===== src/alrp_pkg.sv =====
`timescale 1ns / 1ps
// Shared types and constants for the two-track looper.
// Used by alrp_store, alrp_wrap and audio_looper_record_play_unit.

package alrp_pkg;

   // Geometry
   localparam int TRACK_COUNT = 2;
   localparam int LOOP_LEN    = 16384;
   localparam int TRACK_W     = (TRACK_COUNT > 1) ? $clog2(TRACK_COUNT) : 1;
   localparam int POS_W       = $clog2(LOOP_LEN);
   localparam int LEN_W       = $clog2(LOOP_LEN + 1);
   localparam int STORE_DEPTH = TRACK_COUNT * LOOP_LEN;
   localparam int ADDR_W      = $clog2(STORE_DEPTH);
   localparam int CNT_W       = $clog2(LEN_W);
   localparam int SH_W        = 2 * LEN_W - 1;

   // Sample and knob widths
   localparam int SMP_W  = 12;
   localparam int D8_W   = 8;
   localparam int CMD_W  = 3;
   localparam int PROD_W = SMP_W + D8_W;

   // 12-bit to 8-bit reduction: floor(x * 255 / 4095), with 1/4095 taken as
   // 4097 / 2^24 and one correction step
   localparam int SMP_SCALE   = 255;
   localparam int SMP_DIV     = 4095;
   localparam int RECIP       = 4097;
   localparam int RECIP_SHIFT = 24;
   localparam int RQ_W        = 32;

   // Volume is an unsigned Q1.11 gain
   localparam int VOL_SHIFT = 11;

   localparam logic [SMP_W-1:0] FAST_THR_RST = 12'd3000;
   localparam logic [SMP_W-1:0] NORM_THR_RST = 12'd1500;

   localparam logic CSR_FAST_THR = 1'b0;
   localparam logic CSR_NORM_THR = 1'b1;

   typedef enum logic [CMD_W-1:0] {
      CMD_SAMPLE = 3'd0,
      CMD_RECORD = 3'd1,
      CMD_PLAY   = 3'd2,
      CMD_UP     = 3'd3,
      CMD_DOWN   = 3'd4,
      CMD_CLEAR  = 3'd5
   } cmd_type;

   typedef enum logic [1:0] {
      STEP_NORMAL = 2'd0,
      STEP_DOUBLE = 2'd2,
      STEP_STALL  = 2'd3
   } step_type;

   typedef enum logic [2:0] {
      ST_IDLE,
      ST_DECODE,
      ST_MIX,
      ST_MOD,
      ST_SCALE,
      ST_EMIT
   } state_type;

   typedef struct packed {
      logic              rd_en;
      logic              wr_en;
      logic [ADDR_W-1:0] addr;
      logic [D8_W-1:0]   wr_data;
   } store_req_type;

   typedef struct packed {
      logic             start;
      logic [LEN_W-1:0] dividend;
      logic [LEN_W-1:0] divisor;
   } wrap_req_type;

   typedef struct packed {
      logic             done;
      logic [LEN_W-1:0] remainder;
   } wrap_rsp_type;

endpackage


===== src/alrp_wrap.sv =====
`timescale 1ns / 1ps
// Shared remainder unit: restoring shift-subtract, one quotient bit a cycle.
// Depends on alrp_pkg for widths and the request and response structs.

module alrp_wrap (
   input  logic                   clock,
   input  logic                   reset,
   input  alrp_pkg::wrap_req_type wrap_req,
   output alrp_pkg::wrap_rsp_type wrap_rsp
);
   import alrp_pkg::*;

   logic             busy_ff, busy_in;
   logic             done_ff, done_in;
   logic [CNT_W-1:0] cnt_ff, cnt_in;
   logic [LEN_W-1:0] rem_ff, rem_in;
   logic [LEN_W-1:0] div_ff, div_in;
   logic [SH_W-1:0]  shifted;

   always_comb begin
      shifted = SH_W'(div_ff) << cnt_ff;
      busy_in = busy_ff;
      done_in = 1'b0;
      cnt_in  = cnt_ff;
      rem_in  = rem_ff;
      div_in  = div_ff;
      if (wrap_req.start) begin
         busy_in = 1'b1;
         cnt_in  = CNT_W'(LEN_W - 1);
         rem_in  = wrap_req.dividend;
         div_in  = wrap_req.divisor;
      end else if (busy_ff) begin
         // subtract the shifted divisor where it fits
         if (SH_W'(rem_ff) >= shifted) begin
            rem_in = rem_ff - shifted[LEN_W-1:0];
         end
         if (cnt_ff == '0) begin
            busy_in = 1'b0;
            done_in = 1'b1;
         end else begin
            cnt_in = cnt_ff - 1'b1;
         end
      end
   end

   always_ff @(posedge clock) begin
      if (reset) begin
         busy_ff <= 1'b0;
         done_ff <= 1'b0;
      end else begin
         busy_ff <= busy_in;
         done_ff <= done_in;
      end
      cnt_ff <= cnt_in;
      rem_ff <= rem_in;
      div_ff <= div_in;
   end

   assign wrap_rsp.done      = done_ff;
   assign wrap_rsp.remainder = rem_ff;

endmodule


===== config.mk =====
export PLATFORM = sky130hd
export DESIGN_NAME = alrp_wrap
export DESIGN_NICKNAME = d
export VERILOG_FILES = /design/src/alrp_pkg.sv /design/src/alrp_wrap.sv
export SDC_FILE = /design/constraint.sdc
export NUM_CORES = 1
export LEC_CHECK = 0
export BUFFER_PORTS_ARGS = -buffer_cell sky130_fd_sc_hd__buf_2
export CORE_MARGIN = 5
export CORE_UTILIZATION = 45
export DETAILED_ROUTE_END_ITERATION = 8
export MAX_ROUTING_LAYER = met4
export PLACE_DENSITY = 0.67
export SLEW_MARGIN = 10
export SYNTH_ARGS = -nofsm -noshare
export SYNTH_HDL_FRONTEND = slang
export SYNTH_SLANG_ARGS = --single-unit

===== constraint.sdc =====
create_clock -name clock -period 5.95 [get_ports clock]
set_input_delay 1.19 -clock clock [delete_from_list [all_inputs] [get_ports clock]]
set_output_delay 1.19 -clock clock [all_outputs]
set_load 0.02 [all_outputs]

* Word level (Yosys, flattened, before mapping) *
Index checks and enable logic that the tools add are counted.

word-level totals
  register bits = 36
  input bits = 33
  output and inout port bits = 16
  logic and storage cells = 24

cells by class
  add/sub/neg operators = 2
  $lt $le $gt $ge = 1
  shift operators = 1
  mux-type cells = 7
  bitwise operators = 2
  reduce and logical (&&, ||, !) cells = 6

operators by type and width
  operator                                          count
  two-way mux 15 bit                                3
  >= comparator 15 x 29 -> 1 bit                    1
  left shift 15 x 4 -> 29 bit                       1
  subtractor 15 bit                                 1
  logical NOT 4 bit                                 1
  two-way mux 1 bit                                 4
  AND reduction 2 bit                               2
  nonzero test 2 bit                                2
  subtractor 4 x 1 -> 4 bit, second input constant  1
  OR reduction 3 bit                                1
  inverter 1 bit                                    2

* Logic depth before layout (Yosys ltp) *
Gate-level depths: netlist of run 1.

  word-level depth = 5
  depth in mapped cells = 15
  mapped depth without buffers = 13

* Least setup slack after synthesis of run 1 *
OpenSTA, ideal clock, no wires.

  path kind = flip-flop to flip-flop
  start = reg cnt_ff[0]
  end = reg rem_ff[0] (enable)
  library setup time = 0.416 ns
  data arrival time = 3.567 ns
  data required time = 5.534 ns
  path slack = 1.967 ns
  cell stages (with the launch flop) = 15
  path buffers = 2
  period minus slack after synthesis = 3.983 ns
  cells stage by stage = dfxtp_1 > buf_4 > inv_2 > buf_2 > and2_1 > a21oi_1 > mux2i_1 > or2_2 > ha_1 > o211ai_1 > nand2_1 > o21ai_0 > a211oi_1 > a211oi_1 > a311oi_1

between the ends
  longest elaborated chain between the ends = 4

RTL lines
  item                                  line             text
  start, declared                       alrp_wrap.sv:15  logic [CNT_W-1:0] cnt_ff, cnt_in;
  start signal, assigned                alrp_wrap.sv:54  cnt_ff <= cnt_in;
  left shift 15 x 4 -> 29 bit           alrp_wrap.sv:21  shifted = SH_W'(div_ff) << cnt_ff;
  >= comparator 15 x 29 -> 1 bit        alrp_wrap.sv:34  if (SH_W'(rem_ff) >= shifted) begin
  nonzero test 2 bit (no source line)   -
  AND reduction 2 bit (no source line)  -
  end signal, assigned                  alrp_wrap.sv:55  rem_ff <= rem_in;
  end, declared                         alrp_wrap.sv:16  logic [LEN_W-1:0] rem_ff, rem_in;

Every way passes these cells.
A chain may end at the register's enable or synchronous reset.

* Worst setup path after layout of run 1 *
  start = reg cnt_ff[0]
  end = reg rem_ff[4] (enable)

Same word-level chain as after synthesis.

==> summary.md, run 1 <==
| Metric | Value |
|---|---|
| Outcome | finished clean |
| Routed WL | 6810 microns |
| Pre-CTS WS | ~2 ns |
| Post-Synth XOR/XNOR Area | under 10% |
| Largest cells by area after synthesis | edfxtp_1 (32%), ha_1 (7.1%), mux2i_1 (6.1%), nand2_1 (5.2%), a21oi_1 (4.5%) |
| Starting DRT DRC Count | 221 |
| Fill cells | 587 |
| Final hold violations | 0 |
| Setup bufs post-CTS | 0 |
| R2R setup slack | slightly below 2 ns |
| Post-synthesis area per instance | a little over 9 sq um |
| CTS Hold Bufs | 0 |
| Vias in the first global route | roughly 2200 |
| PortBufs | 48 |
| Final Core Density | around 53% |
| Drt wl/cell | roughly 16 microns |
| Clk sink count | 36 |
| Root Buffer Master | clkbuf_8 |
| Synth Warn # | 0 |
| Most instantiated cells after synthesis | nand2_1 (39), edfxtp_1 (30), a21oi_1 (25) |
| Post-synth EDFFs | 30 |
| Netlist cell types | 57 |
| Num CTS Buffers | 5 |
| Skew-Pair Late Insertion Delay | 0.29 ns |
| Syn Nets | 350 |
| Fmax achieved | 0.249 GHz |
| Pre-Repair DR Iteration Count | 5 |
| Kind of critical path | reg2reg |
| Post-Synth Simple-Gate Area | about 15% |
| Post-synthesis cell count | 300 |
| Slew @ Worst Pin | 0.808 ns |
| Register area | 0.00102 sq mm |
| Vert. Die Dim | about 90 microns |
| Reg2Reg Capture Point | rem_ff[4] |
| DR DRC count | 0 |
| Area of the multi-input gates | approximately 0.0017 sq mm |
| Max_slew headroom | a little under half |
| Slew Limit Fails | 0 |
| Largest family of logic cells by synthesized area | compound AO/OA/AOI/OAI gates |
| CP max FO | 20 |
| Cell Pwr Density | roughly 240 mW/mm^2 |
| Max Cap Viol | 0 |
| Lkg Pwr | around 1.3 nW |
| Fin worst setup slack | just under 2 ns |
| First-pass GRT wire length | 10800 microns |
| Hpwl dp | between 5000 and 6000 microns |
| RSZ-0062 raised after global routing | false |
| Synth Flop Type | edfxtp_1 |
| Placer's final routability congestion estimate | ~0.92 |
| Number of register bits inferred by synthesis | 36 |
| Post-synth top area cell | edfxtp_1 |
| # diodes | 0 |
| Total Neg Setup Slack | 0 ns |
| Worst Reg-to-Reg Cells | 12 |
| Cts repair resizes | 0 |
| Ratio of cells with drive above 1 in the final layout | approximately 22% |
| Post-synth top area share | between 30% and 40% |
| FF-to-FF Start | cnt_ff[0] |
| CP Launch Type | register |
| Clock Path Buffers | 2 |
| Vias per cell | between 5 and 6 |
| Most common cell in the netlist | nand2_1 |
| GRT Total Usage | about 18% |
| Synth Cell Area | 0.00281 sq mm |
| H-tree level count | 2 |
| Nets | about 390 |
| Horiz. Die Dim | around 89 microns |
| Critical path's slowest cell | dfxtp_1 |
| Gr ovfl total | 0 |
| Complex-gate fraction of the synthesized area | about a quarter |
| I/O pins | 49 |
| WP data arrival | 4.06 ns |
| Fin crit period | between 4 and 5 ns |
| Num rows | 28 |
| Sequential share of the synthesized area | a little over a third |
| Critical Path End Type | register |
| Pin count of the biggest net entering global routing | 30 |
| Hold worst-path end | done_ff |
| Routed via count | 2425 |
| Crit path required time | roughly 6.0 ns |
| CP Cell Sequence | inv_2 -> and2_1 -> a21oi_1 -> mux2i_1 -> or2_2 -> ha_1 -> or4_1 -> o21ai_0 -> a211oi_1 -> a211oi_1 -> a311oi_2 -> buf_4 |
| Part of the cycle the worst path needs | 67.6% |
| Clock slew at reported path FFs | about 0.080 ns |
| CTS tree | built |
| Asr flop ratio synth | 0% |
| Core ar. | ~0.0060 sq mm |
| HP Start | busy_ff |
| CP max stage delay | 0.85 ns |
| DIE AREA | roughly 0.0079 sq mm |
| Crit-path most repeated cell | a211oi_1 |
| Mux cell area share after synthesis | approximately a tenth |
| Syn-to-layout area delta | 13.9% |
| Hold path cells | 1 |
| Worst Hold Class | reg2reg |
| Starting Density | 46.8% |
| Antenna violations before repair | 0 |
| Post-DRT Antenna Nets | 0 |
| Worst VDD drop | between 0.09 and 0.1 mV |
| Final Skew | about 0.0043 ns |
| Post-synthesis adder-cell area fraction | 7.85% |
| # setup viols final | 0 |
power by group:
| group | internal, mW | switching [mW] | total [mW] |
|---|---|---|---|
| clock network | 0.124 | 0.0977 | 0.222 |
| registers | 0.297 | 0.0211 | 0.318 |
| logic | 0.0918 | 0.126 | 0.218 |
flip-flops by register name (all words and copies together) (netlist names):
name     count
busy_ff      1
cnt_ff       4
div_ff      15
done_ff      1
rem_ff      15
cells in the final DEF, fill, tap and decap left out, types with 2 or more instances in the layout:
cell type / Yosys / final
xnor2_1: 6 / 6
o21a_1: 5 / 5
a21oi_1: 25 / 25
buf_2: 5 / 48
a31oi_1: 2 / 2
nand2_1: 39 / 39
nand3_1: 2 / 2
dfxtp_1: 6 / 6
mux2i_1: 17 / 17
nand2b_1: 2 / 2
mux4_2: 2 / 2
o21ai_1: 4 / 4
o21bai_1: 2 / 2
xor2_1: 4 / 4
o21ai_0: 18 / 18
and2_1: 3 / 3
nor3_1: 15 / 15
nor2_1: 7 / 7
edfxtp_1: 30 / 30
a2111oi_0: 2 / 2
clkbuf_8: 0 / 5
mux2_2: 3 / 3
a22oi_1: 2 / 2
o31ai_1: 4 / 4
a211oi_1: 13 / 13
inv_1: 9 / 9
and3_1: 5 / 5
a21o_1: 8 / 8
ha_1: 16 / 16
or2_2: 4 / 4
o211ai_1: 2 / 2
nor2b_1: 4 / 4
buf_4: 2 / 3
per-stage QoR:
stage	total power, mW	cell area (sq um)	cells	hold WS (ns)
4_1_cts	0.763	3190	417	0.552
3_3_place_gp	0.537	3080	409	0.547
3_5_place_dp	0.538	3080	409	0.545
6_report	0.758	3190	417	0.569
5_1_grt	0.799	3190	417	0.583
2_1_floorplan	0.483	2810	300	0.491
kinds of logic after synthesis:
| logic type | count (synthesis) |
|---|---|
| compound gates | 98 |
| xor+xnor | 10 |
| fa+ha+maj | 17 |
| buf+inv | 27 |
| flops | 36 |
| mux | 24 |
| simple gates | 88 |
worst max-delay path: cells and delay by family, from the launching register on:
family                     cells  cell delay, ns
AOI/OAI and AO/OA              5            0.91
muxes                          1            0.12
DFF                            1            0.85
adders and majority gates      1            0.22
and+or+nand+nor                3            1.08
buffers and inverters          2            0.56
per-layer routing:
metal  share of wire (%)  track usage (%)  up-vias
li1                    -                -     1218
met4                0.95             3.65        0
met2                  45             27.3       68
met1                  49             25.3     1133
met5                   0                -        -
met3                 5.0             2.86        6
cell type report:
class / instances / area share (%)
clock buffer: 5 / 2.15
clock inverter: 3 / 1.33
inverter: 10 / 1.18
multi-input combinational: 237 / 52.2
sequential: 36 / 32.0
tap: 75 / 2.94
timing repair buffer: 51 / 8.23
how the worst max path moves through the flow:
stage                          from    endpoint  slack [ns]  cells after the start
after floorplan           cnt_ff[0]   rem_ff[0]        1.97                     14
after global placement    cnt_ff[0]   rem_ff[0]        2.07                     12
after detailed placement  cnt_ff[0]   rem_ff[0]        2.01                     12
after CTS                 cnt_ff[0]   rem_ff[0]        1.96                     12
after global routing      cnt_ff[0]  rem_ff[10]        1.68                     12
final                     cnt_ff[0]   rem_ff[4]        1.93                     12
Note: power is estimated with default switching activity, not from simulation.
==> run 2, diff against run 1 <==
==> constraint.sdc (replaced) <==
create_clock -name clock -period 4.1 [get_ports clock]
set_input_delay 0.82 -clock clock [delete_from_list [all_inputs] [get_ports clock]]
set_output_delay 0.82 -clock clock [all_outputs]
set_load 0.02 [all_outputs]
==> run 2 against run 1 <==
Effect of this change:
- setup slack got worse by 1.5 ns
- utilization rose by 0.38 points
- critical path depth stayed put
- final cell count increased by 0.72%
- first-iteration DRC count up 2.7%
- combinational power up 53%
- power up 45%
- via count rose by 1.9%
- clock power rose by 42%
- critical path type unchanged
==> summary.md, run 2 (same netlist as run 1, synthesis figures left out) <==
| Metric | Value |
|---|---|
| Outcome | finished clean (unchanged) |
| Kind of critical path | reg2reg (unchanged) |
| First-pass GRT wire length | 11300 microns (was 10800 microns) |
| Fin worst setup slack | 0.388 ns (was 1.93 ns) |
| CP max FO | 22 (was 20) |
| Final hold violations | 0 (unchanged) |
| Starting DRT DRC Count | 227 (was 221) |
| Biggest regs | div_ff: 15 flops, rem_ff: 15 flops, cnt_ff: 4 flops (unchanged) |
| Starting Density | 46.8% (unchanged) |
| CTS Hold Bufs | 0 (unchanged) |
| Lkg Pwr | 1.32 nW (was 1.31 nW) |
| Seq pwr share | 41.3% (was 42.0%) |
| FF-to-FF Start | cnt_ff[1] (was cnt_ff[0]) |
| Cell Pwr Density | 343 mW/mm^2 (was 237 mW/mm^2) |
| Horiz. Die Dim | 89.0 microns (unchanged) |
| Max Cap Viol | 0 (unchanged) |
| Nets | 394 (was 391) |
| Routed via count | 2471 (was 2425) |
| Placer's final routability congestion estimate | 1.00 (was 0.919) |
| GRT Total Usage | 19.0% (was 17.9%) |
| Most frequent cells in the layout | buf_2 (48), nand2_1 (39), edfxtp_1 (30), a21oi_1 (25), o21ai_0 (18) (unchanged) |
| R2R setup slack | 0.39 ns (was 1.93 ns) |
| Fin crit period | 3.71 ns (was 4.02 ns) |
| Worst VDD drop | 0.238 mV (was 0.0958 mV) |
| HP Start | busy_ff (unchanged) |
| WP data arrival | 3.71 ns (was 4.06 ns) |
| Pre-Repair DR Iteration Count | 5 (unchanged) |
| Reg2Reg Capture Point | rem_ff[14] (was rem_ff[4]) |
| Hold worst-path end | done_ff (unchanged) |
| Slew @ Worst Pin | 0.554 ns (was 0.808 ns) |
| Syn-to-layout area delta | 14.7% (was 13.9%) |
| Worst Hold Class | reg2reg (unchanged) |
| Num CTS Buffers | 5 (unchanged) |
| Antenna violations before repair | 0 (unchanged) |
| Routed WL | 6950 microns (was 6810 microns) |
| PortBufs | 48 (unchanged) |
| Critical Path End Type | register (unchanged) |
| Root Buffer Master | clkbuf_8 (unchanged) |
| Ratio of cells with drive above 1 in the final layout | 22.6% (was 21.9%) |
| # diodes | 0 (unchanged) |
| CP Launch Type | register (unchanged) |
| Switch Pwr | 354 uW (was 245 uW) |
| H-tree level count | 2 (unchanged) |
| DR DRC count | 0 (unchanged) |
| # setup viols final | 0 (unchanged) |
| Core ar. | 0.00599 sq mm (unchanged) |
| Num rows | 28 (unchanged) |
| Part of the cycle the worst path needs | 90.5% (was 67.6%) |
| Vert. Die Dim | 89.0 microns (unchanged) |
| Commonest non-fill, non-tap cell in the layout | buf_2 (unchanged) |
| Crit path required time | 4.10 ns (was 5.99 ns) |
| Setup bufs post-CTS | 0 (unchanged) |
| Cts repair resizes | 0 (unchanged) |
| Gr ovfl total | 0 (unchanged) |
| RSZ-0062 raised after global routing | false (unchanged) |
| Total Neg Setup Slack | 0 ns (unchanged) |
| Skew-Pair Late Insertion Delay | 0.29 ns (about the same) |
| Slew Limit Fails | 0 (unchanged) |
| Pre-CTS WS | 0.448 ns (was 2.01 ns) |
| Hold path cells | 1 (unchanged) |
| Clock power share | 28.6% (was 29.3%) |
| Combinational fraction of design power | 30.2% (was 28.8%) |
| Vias per cell | 5.88 (was 5.82) |
| Drt wl/cell | 16.5 microns (was 16.3 microns) |
| I/O pins | 49 (unchanged) |
| Pin count of the biggest net entering global routing | 26 (was 30) |
| Clock Path Buffers | 2 (unchanged) |
| Clock slew at reported path FFs | 0.08 ns (about the same) |
| Vias in the first global route | 2337 (was 2208) |
| Max_slew headroom | 63.0% (was 46.1%) |
| Hpwl dp | 5330 microns (was 5130 microns) |
| Fmax achieved | 0.269 GHz (was 0.249 GHz) |
| Fill cells | 569 (was 587) |
| Final Skew | 0.00301 ns (was 0.00434 ns) |
| Clk sink count | 36 (unchanged) |
| Post-DRT Antenna Nets | 0 (unchanged) |
| Worst Reg-to-Reg Cells | 12 (unchanged) |
| DIE AREA | 0.00791 sq mm (unchanged) |
| Switching Share | 32.1% (was 32.3%) |
| Internal power | 748 uW (was 513 uW) |
| CTS tree | built (unchanged) |
==> run 2: cell types whose count changed in the layout (fill, tap and decap cells not counted), sizes merged <==
| cell | before | now |
|---|---|---|
| buf | 51 | 54 |
==> run 2: worst max-delay path by stage <==
stage               startpoint    endpoint  slack [ns]  cells after the start
floorplan            cnt_ff[0]   rem_ff[0]        0.12                     14
global placement     cnt_ff[1]  rem_ff[14]        0.51                     12
detailed placement   cnt_ff[1]  rem_ff[14]        0.45                     12
CTS                  cnt_ff[1]   rem_ff[6]        0.42                     12
global route         cnt_ff[1]   rem_ff[5]        0.16                     12
finish               cnt_ff[1]  rem_ff[14]        0.39                     12
==> run 2: power by group through the flow <==
stage                     sequential, mW  clock (mW)  combinational (mW)
final                              0.455       0.315               0.333
after global routing               0.459       0.339               0.367
after CTS                          0.455       0.322               0.331
after detailed placement           0.463           0               0.328
after global placement             0.462           0               0.323
after floorplan                    0.469           0               0.232
==> run 2: per-stage QoR <==
step	utilization [%]	instance area, sq um	total power [mW]	instances	hold slack (ns)
CTS	53.7	3220	1.11	420	0.548
floorplan	-	2810	0.701	300	0.491
global route	53.7	3220	1.17	420	0.556
detailed placement	51.8	3110	0.791	412	0.530
global placement	51.8	3110	0.785	412	0.536
finish	53.7	3220	1.10	420	0.549
==> run 2: worst max-delay path, stage by stage, from the launching register on <==
cell	delay, ns
dfxtp_1	0.53
buf_4	0.34
mux2i_2	0.39
mux2i_1	0.19
nand2_1	0.11
a21oi_1	0.07
a21oi_1	0.21
ha_1	0.28
nand4_1	0.19
o31ai_1	0.28
a211oi_1	0.11
a311oi_2	0.40
buf_4	0.30
==> run 2: layer usage <==
metal  GRT usage (%)  up-vias  routed length, microns
li1                -     1220                       -
met1            25.7     1166                    3220
met2            29.4       75                    3170
met3            3.23       10                     437
met4            5.55        0                     117
met5               -        -                       0
==> run 2: layout make-up <==
class / instances / area [sq um] / area share, %
clock buffer: 5 / 68.8 / 2.14
inverter: 10 / 37.5 / 1.17
tap: 75 / 93.8 / 2.92
multi-input combinational: 237 / 1670 / 51.8
timing repair buffer: 54 / 285 / 8.87
sequential: 36 / 1020 / 31.7
clock inverter: 3 / 42.5 / 1.32
